File: src/design/kcc_pkg.sv
// ----------------------------------------------------------------------------
// kcc_pkg: shared types and constants for the key click classifier
// Holds tick counter sizing, the click phase and event code types, and the
// configuration register indexes.
// ----------------------------------------------------------------------------
`default_nettype none

package kcc_pkg;

  // Width of the press and release tick counters (4 to 16).
  localparam int TICK_COUNT_BITS = 8;
  localparam int CFG_DATA_W      = 8;
  localparam int CFG_INDEX_W     = 2;
  localparam int CLICK_W         = 3;
  localparam int EVENT_W         = 3;

  // Counters and thresholds are compared at the wider of the two widths.
  localparam int CMP_W = (TICK_COUNT_BITS > CFG_DATA_W) ? TICK_COUNT_BITS : CFG_DATA_W;

  localparam logic [TICK_COUNT_BITS-1:0] TICK_MAX  = '1;
  localparam logic [CLICK_W-1:0]         CLICK_MAX = '1;

  // Reset values of the configuration registers.
  localparam logic [CFG_DATA_W-1:0] FILTER_RST = CFG_DATA_W'(2);
  localparam logic [CFG_DATA_W-1:0] LONG_RST   = CFG_DATA_W'(150);
  localparam logic [CFG_DATA_W-1:0] GAP_RST    = CFG_DATA_W'(30);

  typedef enum logic [CFG_INDEX_W-1:0] {
    CFG_FILTER = 2'd0,
    CFG_LONG   = 2'd1,
    CFG_GAP    = 2'd2,
    CFG_MULTI  = 2'd3
  } cfg_index_t;

  typedef enum logic [1:0] {
    PH_IDLE = 2'd0,
    PH_HELD = 2'd1,
    PH_GAP  = 2'd2
  } phase_t;

  typedef enum logic [EVENT_W-1:0] {
    EV_NONE   = 3'd0,
    EV_SINGLE = 3'd1,
    EV_DOUBLE = 3'd2,
    EV_TRIPLE = 3'd3,
    EV_LONG   = 3'd4
  } event_t;

endpackage

`default_nettype wire

File: src/design/key_click_classifier.sv
// ----------------------------------------------------------------------------
// key_click_classifier: debounced click, multi-click and long-press detector
// Takes one key level sample per transfer and returns one event code per
// sample: none, single, double or triple click, or long press.
// ----------------------------------------------------------------------------
//
//   Channel  Dir  Handshake            Payload
//   in_      in   in_valid / in_stall  in_key_level  (1 bit)
//   out_     out  out_valid/ out_stall out_event_code (3 bits)
//   cfg_     in   cfg_we               cfg_index (2 bits), cfg_wdata (8 bits)
//
// Each sample is classified in the cycle it is accepted, and its event code
// sits in the output register from the next cycle on.
// One sample per cycle is taken while the output register is empty or being
// drained; in_stall is high only while a held result is stalled.
// Reset (synchronous, rst_n low) clears all tick state and loads the
// register defaults: filter 2, long 150, gap 30, multi-click on.
// ----------------------------------------------------------------------------
`default_nettype none

module key_click_classifier (
  input  wire logic                          clk,
  input  wire logic                          rst_n,
  input  wire logic                          in_valid,
  output      logic                          in_stall,
  input  wire logic                          in_key_level,
  output      logic                          out_valid,
  input  wire logic                          out_stall,
  output      logic [kcc_pkg::EVENT_W-1:0]   out_event_code,
  input  wire logic                          cfg_we,
  input  wire logic [kcc_pkg::CFG_INDEX_W-1:0] cfg_index,
  input  wire logic [kcc_pkg::CFG_DATA_W-1:0]  cfg_wdata
);
  import kcc_pkg::*;

  // Configuration registers.
  logic [CFG_DATA_W-1:0] filter_ticks_r;
  logic [CFG_DATA_W-1:0] long_ticks_r;
  logic [CFG_DATA_W-1:0] gap_ticks_r;
  logic                  multi_click_enable_r;

  // Classifier state.
  logic [TICK_COUNT_BITS-1:0] press_ticks_r, press_ticks_nxt;
  logic [TICK_COUNT_BITS-1:0] release_ticks_r, release_ticks_nxt;
  phase_t                     phase_r, phase_nxt;
  logic                       long_reported_r, long_reported_nxt;
  logic [CLICK_W-1:0]         click_count_r, click_count_nxt;

  // Output register.
  logic   out_valid_r;
  event_t event_r;
  event_t event_nxt;

  logic in_xfer;

  logic [TICK_COUNT_BITS-1:0] press_inc;
  logic [TICK_COUNT_BITS-1:0] release_inc;
  logic                       filter_met, long_met, gap_met;
  phase_t                     phase_rel;

  // A new sample is taken unless a finished result is stalled.
  assign in_stall = out_valid_r && out_stall;
  assign in_xfer  = in_valid && !in_stall;

  // Saturating increments and threshold compares.
  assign press_inc   = (press_ticks_r == TICK_MAX) ? TICK_MAX : press_ticks_r + 1'b1;
  assign release_inc = (release_ticks_r == TICK_MAX) ? TICK_MAX : release_ticks_r + 1'b1;
  assign filter_met  = CMP_W'(press_inc) >= CMP_W'(filter_ticks_r);
  assign long_met    = CMP_W'(press_inc) >= CMP_W'(long_ticks_r);
  assign gap_met     = CMP_W'(release_inc) >= CMP_W'(gap_ticks_r);
  assign phase_rel   = (phase_r == PH_HELD) ? PH_GAP : phase_r;

  // Next state and event for one sample.
  always_comb begin
    press_ticks_nxt   = press_ticks_r;
    release_ticks_nxt = release_ticks_r;
    phase_nxt         = phase_r;
    long_reported_nxt = long_reported_r;
    click_count_nxt   = click_count_r;
    event_nxt         = EV_NONE;
    if (in_key_level) begin
      release_ticks_nxt = '0;
      press_ticks_nxt   = press_inc;
      if (filter_met) begin
        if (phase_r != PH_HELD) begin
          phase_nxt       = PH_HELD;
          click_count_nxt = (click_count_r == CLICK_MAX) ? CLICK_MAX
                                                         : click_count_r + 1'b1;
        end
        if (long_met && !long_reported_r) begin
          long_reported_nxt = 1'b1;
          event_nxt         = EV_LONG;
          click_count_nxt   = '0;
        end
      end
    end else begin
      press_ticks_nxt   = '0;
      long_reported_nxt = 1'b0;
      if (multi_click_enable_r) begin
        phase_nxt = phase_rel;
        if (phase_rel == PH_GAP) begin
          release_ticks_nxt = release_inc;
          if (gap_met) begin
            phase_nxt         = PH_IDLE;
            release_ticks_nxt = '0;
            click_count_nxt   = '0;
            // Four or more clicks give no event.
            if (click_count_r != '0 && click_count_r <= CLICK_W'(EV_TRIPLE)) begin
              event_nxt = event_t'(click_count_r);
            end
          end
        end
      end else begin
        phase_nxt         = PH_IDLE;
        release_ticks_nxt = '0;
        click_count_nxt   = '0;
        if (click_count_r != '0) begin
          event_nxt = EV_SINGLE;
        end
      end
    end
  end

  // Configuration writes.
  always_ff @(posedge clk) begin
    if (!rst_n) begin
      filter_ticks_r       <= FILTER_RST;
      long_ticks_r         <= LONG_RST;
      gap_ticks_r          <= GAP_RST;
      multi_click_enable_r <= 1'b1;
    end else if (cfg_we) begin
      unique case (cfg_index_t'(cfg_index))
        CFG_FILTER: filter_ticks_r       <= cfg_wdata;
        CFG_LONG:   long_ticks_r         <= cfg_wdata;
        CFG_GAP:    gap_ticks_r          <= cfg_wdata;
        CFG_MULTI:  multi_click_enable_r <= cfg_wdata[0];
        default:    ;
      endcase
    end
  end

  // State update on each input transfer.
  always_ff @(posedge clk) begin
    if (!rst_n) begin
      press_ticks_r   <= '0;
      release_ticks_r <= '0;
      phase_r         <= PH_IDLE;
      long_reported_r <= 1'b0;
      click_count_r   <= '0;
    end else if (in_xfer) begin
      press_ticks_r   <= press_ticks_nxt;
      release_ticks_r <= release_ticks_nxt;
      phase_r         <= phase_nxt;
      long_reported_r <= long_reported_nxt;
      click_count_r   <= click_count_nxt;
    end
  end

  // Output register: loads on input transfer, empties on output transfer.
  always_ff @(posedge clk) begin
    if (!rst_n) begin
      out_valid_r <= 1'b0;
    end else if (in_xfer) begin
      out_valid_r <= 1'b1;
    end else if (!out_stall) begin
      out_valid_r <= 1'b0;
    end
  end

  always_ff @(posedge clk) begin
    if (in_xfer) begin
      event_r <= event_nxt;
    end
  end

  assign out_valid      = out_valid_r;
  assign out_event_code = event_r;

endmodule

`default_nettype wire

File: config.mk
export PLATFORM = sky130hd
export DESIGN_NAME = key_click_classifier
export DESIGN_NICKNAME = d
export VERILOG_FILES = /design/src/design/kcc_pkg.sv /design/src/design/key_click_classifier.sv
export SDC_FILE = /design/constraint.sdc
export NUM_CORES = 1
export LEC_CHECK = 0
export ABC_AREA = 1
export BUFFER_PORTS_ARGS = -buffer_cell sky130_fd_sc_hd__buf_2
export CELL_PAD_IN_SITES_DETAIL_PLACEMENT = 0
export CELL_PAD_IN_SITES_GLOBAL_PLACEMENT = 2
export CORE_MARGIN = 4
export CORE_UTILIZATION = 35
export CTS_CLUSTER_SIZE = 20
export DETAILED_ROUTE_END_ITERATION = 7
export GPL_TIMING_DRIVEN = 0
export HOLD_SLACK_MARGIN = 0.12
export PLACE_DENSITY_LB_ADDON = 0.08
export SLEW_MARGIN = 40
export SYNTH_ARGS = -nofsm -noshare
export SYNTH_HDL_FRONTEND = slang
export SYNTH_SLANG_ARGS = --single-unit
File: constraint.sdc
create_clock -name clk -period 3.15 [get_ports clk]
set_input_delay 0.7875 -clock clk [delete_from_list [all_inputs] [get_ports clk]]
set_output_delay 0.7875 -clock clk [all_outputs]
set_load 0.005 [all_outputs]
# == Word-level counts from Yosys, hierarchy flattened ==
# Cells that the tools add are included.
# classes
reduce_logical,16
n_lt_le_gt_ge,4
bitwise_logic,0
muxes,35
mul,0
div,0
n_shift,0
n_addsub,3
n_eq_ne,16
# op_table
operator,count
2-to-1 mux 8 bit,7
2-to-1 mux 3 bit,15
greater-or-equal comparator 8 bit,3
adder 8 x 1 -> 8 bit (second input constant),2
== test 8 bit (second input constant),2
2-to-1 mux 2 bit,7
inequality test 2 x 1 -> 1 bit (second input constant),5
AND reduction 2 bit,5
== test 2 bit (second input constant),3
2-to-1 mux 1 bit,6
inequality test 3 x 2 -> 1 bit (second input constant),2
AND reduction 3 bit,2
AND reduction 5 bit,1
== test 2 x 1 -> 1 bit (second input constant),2
logical AND 1 bit,4
adder 3 x 1 -> 3 bit (second input constant),1
== test 3 bit (second input constant),1
<= comparator 3 x 2 -> 1 bit (second input constant),1
inequality test 3 x 1 -> 1 bit (second input constant),1
nonzero test 3 bit,1
zero test 1 bit,2
zero test 2 bit,1
# totals
ff_bits,51
input_bits,16
memories,0
out_inout_bits,5
rom_bits,0
ramBits,0
latch_bits,0
word_cells,85

# == Logic depth before layout (Yosys ltp) ==
# depth
ltp_word,7
depth_mapped,23
depth_no_buf,23

# == Worst setup path before layout ==
# Ideal clock, no wire load.
# synth_path
path_type,reg2reg
start,register press_ticks_r[0]
end,register click_count_r[0]
required_time_ns,3.037
n_path_buf,0
stages_incl_launch_ff,22
path_slack_ns,0.854
period_less_slack_ns,2.296
setup_ns,0.113
arrival_ns,2.183
path_cell_list,dfxtp_1 -> ha_1 -> nand2_1 -> inv_2 -> nand2_2 -> nor2_4 -> nand4_2 -> inv_2 -> or2_2 -> ha_1 -> nand2_1 -> nand3_1 -> nand2_1 -> nand2_1 -> nand2_1 -> nand2_1 -> nand2_1 -> nand2_1 -> inv_1 -> nor2_1 -> nor2_1 -> nor2_1
# synth_between
elab_chain_cells,7
word_cells_on_any_way,12
cone_classes,add/sub: 1; order compare: 2; eq/ne: 3; mux: 4; reduce/logical: 2
# synth_lines
element,line,text
"start, declared",key_click_classifier.sv:43,"logic [TICK_COUNT_BITS-1:0] press_ticks_r, press_ticks_nxt;"
"start signal, assigned",key_click_classifier.sv:151,press_ticks_r <= press_ticks_nxt;
adder 8 x 1 -> 8 bit / == test 8 bit (equally long branches),key_click_classifier.sv:66,assign press_inc = (press_ticks_r == TICK_MAX) ? TICK_MAX : press_ticks_r + 1'b1;
2-to-1 mux 8 bit (*),key_click_classifier.sv:66,
greater-or-equal comparator 8 bit,key_click_classifier.sv:69,assign long_met = CMP_W'(press_inc) >= CMP_W'(long_ticks_r);
logical AND 1 bit,key_click_classifier.sv:90,if (long_met && !long_reported_r) begin
2-to-1 mux 3 bit,key_click_classifier.sv:90,
2-to-1 mux 3 bit,key_click_classifier.sv:84,if (filter_met) begin
2-to-1 mux 3 bit,key_click_classifier.sv:81,if (in_key_level) begin
"end signal, assigned",key_click_classifier.sv:155,click_count_r <= click_count_nxt;
"end, declared",key_click_classifier.sv:47,"logic [CLICK_W-1:0] click_count_r, click_count_nxt;"
# Every way passes the cells marked *; elsewhere a longest branch is shown, timed or not. The select of a mux whose other input is x is not followed.
# A chain may end at the register's enable or synchronous reset.

# == Final worst setup path ==
# layout_path
start,register release_ticks_r[0]
end,register release_ticks_r[3]
# layout_between
elab_chain_cells,7
word_cells_on_any_way,8
cone_classes,add/sub: 1; order compare: 1; eq/ne: 1; mux: 5
# layout_lines
element,line,text
"start, declared",key_click_classifier.sv:44,"logic [TICK_COUNT_BITS-1:0] release_ticks_r, release_ticks_nxt;"
"start signal, assigned",key_click_classifier.sv:152,release_ticks_r <= release_ticks_nxt;
adder 8 x 1 -> 8 bit / == test 8 bit (equally long branches),key_click_classifier.sv:67,assign release_inc = (release_ticks_r == TICK_MAX) ? TICK_MAX : release_ticks_r + 1'b1;
2-to-1 mux 8 bit (*),key_click_classifier.sv:67,
greater-or-equal comparator 8 bit,key_click_classifier.sv:70,assign gap_met = CMP_W'(release_inc) >= CMP_W'(gap_ticks_r);
2-to-1 mux 8 bit (*),key_click_classifier.sv:103,if (gap_met) begin
2-to-1 mux 8 bit (*),key_click_classifier.sv:101,if (phase_rel == PH_GAP) begin
2-to-1 mux 8 bit (*),key_click_classifier.sv:99,if (multi_click_enable_r) begin
2-to-1 mux 8 bit (*),key_click_classifier.sv:81,
# Marks and branches as above.

==> metrics <==
Final Critical Period=2690 ps; Place WS=430 ps; Final Hold Viols=0; grt total ovfl=0; Yosys reg bits=51; fraction of layout cells with a size suffix above 1=13.5%; first-pass GRT wire length=11.9 mm; clk_lat worst skew=300 ps; CP max stage delay=390 ps; Syn Area/Cell=7.28 µm²; CTS sink cnt=51; clock-pin transition on the worst setup and hold timing paths=100 ps; maximum vdd drop=201 µV; CTS Buf Count=5; CP endpoint kind=register; Syn Nets=463; Final GP Congestion=0.726; Row Count=33; setup TNS=0 ps; depth of the CTS H-tree=2; Synth area leaders=dfxtp_1, ha_1, nand2_1; ANT cells=0; Max transition margin=56.5%; P_leak=1.63 nW; master of the slowest instance on the critical path=dfxtp_1; worst-path maximum fanout=8; DIE WIDTH=101 µm; GRT Total Usage=14.8%; r2r startpoint=release_ticks_r[0]$_SDFFE_PN0P_; cell taking the most area after synthesis=dfxtp_1; CP Data Arrival Time=2930 ps; P&R area growth vs syn=11.0%; post-layout util=40.5%; Layout Cells excl Fill=548; CP Data Required Time=3390 ps; endpoints failing setup=0; sequential fraction of the synthesis area=34.7%; Pre-antenna DRT Iters=4; worst setup margin=459 ps; critical path's top delay family=simple AND/OR/NAND/NOR gates; final wirelength=6.90 mm; status=complete, no violations; CTS Buffer Depth=2; crit-path most repeated cell=nand2_1; Tightest Hold Check Type=reg2reg; Placed Cells=541; First DRT Iteration DRCs=69; PostCTS Resize Cnt=0; CP Launch Point=release_ticks_r[0]$_SDFFE_PN0P_; max-capacitance violation count=0; PortBufs=20; period utilization=85.4%; crit path kind=reg2reg; hold buffer count at CTS=0; HPWL Detailed=5.43 mm; hold_sp=filter_ticks_r[5]$_SDFFE_PN0P_; f_max=372 MHz; number of I/O pins=21; top cell type's share of synthesized area=31.7%; Post-DRT Antenna Nets=0; vias in the first global route=2506; largest net degree at the start of global routing=15; Crit path buffers/inverters=3; unrepaired setup endpoints after global routing=no; CTS tree=done; Die ar.=0.0102 mm²; Die Span Y=101 µm; Netlist cell types=36; Starting Density=36.5%; YS warnings=0; WL/cell=12.6 µm; Core Box Area=0.00830 mm²; Root Buffer=clkbuf_8; drt drc=0; Worst Max-Slew Pin Slew=646 ps; vias per inst=4.71; Slew Viols, Final=0; Layout Nets=490; Via Count=2583; critical-path cell list=ha_1 > nand2_1 > inv_2 > nand2_2 > nor2_4 > nand2_2 > nor2_4 > inv_2 > nand2_1 > inv_1 > ha_1 > nand2_1 > nor2_1 > nor2_1 > nand2_1 > nand2_1 > nand3_1 > nor2_2 > a22oi_1 > nor2_1; Power Dens Cells=390 mW/mm²; initial antenna violation count=0; Post-CTS Setup Repair Bufs=0; cell count after synthesis=416; CP startpoint kind=register; mapped cell area=0.00303 mm²; setup clock skew after layout=10.6 ps
-- stage by stage --
stage / cell area (µm²) / hold slack (ps) / power (mW)
final: 3360 / 467 / 1.31
after global routing: 3360 / 494 / 1.39
after CTS: 3360 / 474 / 1.34
after detailed placement: 3260 / 457 / 0.875
after global placement: 3260 / 450 / 0.874
after floorplan: 3030 / 435 / 0.819
-- where the power goes --
group          internal [mW]  switching, mW
clock network          0.234          0.220
logic                 0.0589          0.112
registers              0.675         0.0108
total                  0.968          0.343
-- worst reg2reg max path, cell delays in order, from the launching register on --
cell,delay (ps)
dfxtp_1,390
ha_1,180
nand2_1,70
inv_2,60
nand2_2,70
nor2_4,110
nand2_2,90
nor2_4,140
inv_2,90
nand2_1,100
inv_1,50
ha_1,260
nand2_1,60
nor2_1,40
nor2_1,70
nand2_1,70
nand2_1,90
nand3_1,140
nor2_2,330
a22oi_1,120
nor2_1,110
-- logic make-up (layout without fill, tap and decap cells) --
family / Yosys count / count (layout) / share of synthesized area (%)
buffers and inverters: 81 / 108 / 10.1
flip-flops: 51 / 51 / 34.7
adder cells (fa/ha/maj): 31 / 31 / 12.8
XOR/XNOR: 3 / 3 / 0.868
AO/OA/AOI/OAI: 84 / 84 / 16.1
AND/OR/NAND/NOR: 166 / 166 / 25.3
-- worst paths after layout --
check	cells after the start	end	slack [ps]
worst max-delay path	20	release_ticks_r[3]$_SDFFE_PN0P_	460
worst min-delay path	2	filter_ticks_r[5]$_SDFFE_PN0P_	470
worst max register to register	20	release_ticks_r[3]$_SDFFE_PN0P_	460
worst min register to register	2	filter_ticks_r[5]$_SDFFE_PN0P_	470
-- state kept, by name (all words and copies together) (netlist names) --
register              flops
phase_r                   2
out_valid                 1
click_count_r             3
multi_click_enable_r      1
release_ticks_r           8
press_ticks_r             8
out_event_code            3
gap_ticks_r               8
long_ticks_r              8
long_reported_r           1
filter_ticks_r            8
-- metal layers --
layer / vias up / track usage, % / share of wire, %
li1: 1392 / - / -
met1: 1158 / 20.3 / 50
met2: 29 / 24.6 / 45
met3: 4 / 2.56 / 3.5
met4: 0 / 3.07 / 0.74
met5: - / 0 / 0
-- area by class of cell --
class | count | area, µm²
fillers | 876 | 4940
multi-input cells | 284 | 1670
flip-flops and latches | 51 | 1050
inverters | 74 | 278
well taps | 105 | 131
repair buffers | 20 | 100
clock buffers | 6 | 72.6
clock inverters | 1 | 30.0
plain buffers | 7 | 28.8
-- Yosys cell counts, drive strengths merged --
cell and count:
a211oi 1, a21o 1, a21oi 38, a22oi 8
a31oi 1, and3 1, buf 2, clkbuf 5
clkinv 2, dfxtp 48, edfxtp 3, ha 31
inv 72, nand2 95, nand3 21, nand3b 2
nand4 1, nor2 39, nor3 3, nor4 1
o211ai 9, o21a 2, o21ai 23, o21bai 1
or2 3, xor2 3
-- cell usage in the layout (no fill, tap or decap), types with 4 or more instances in the layout --
cell      instances
nand2_1          90
inv_1            64
dfxtp_1          48
a21oi_1          36
ha_1             31
nor2_1           30
buf_2            22
o21ai_0          21
nand3_1          20
o211ai_1          9
inv_2             8
a22oi_1           8
nor2_4            6
clkbuf_1          6
clkbuf_8          5
nand2_2           4
No activity file was read; power rests on OpenSTA's default activity.
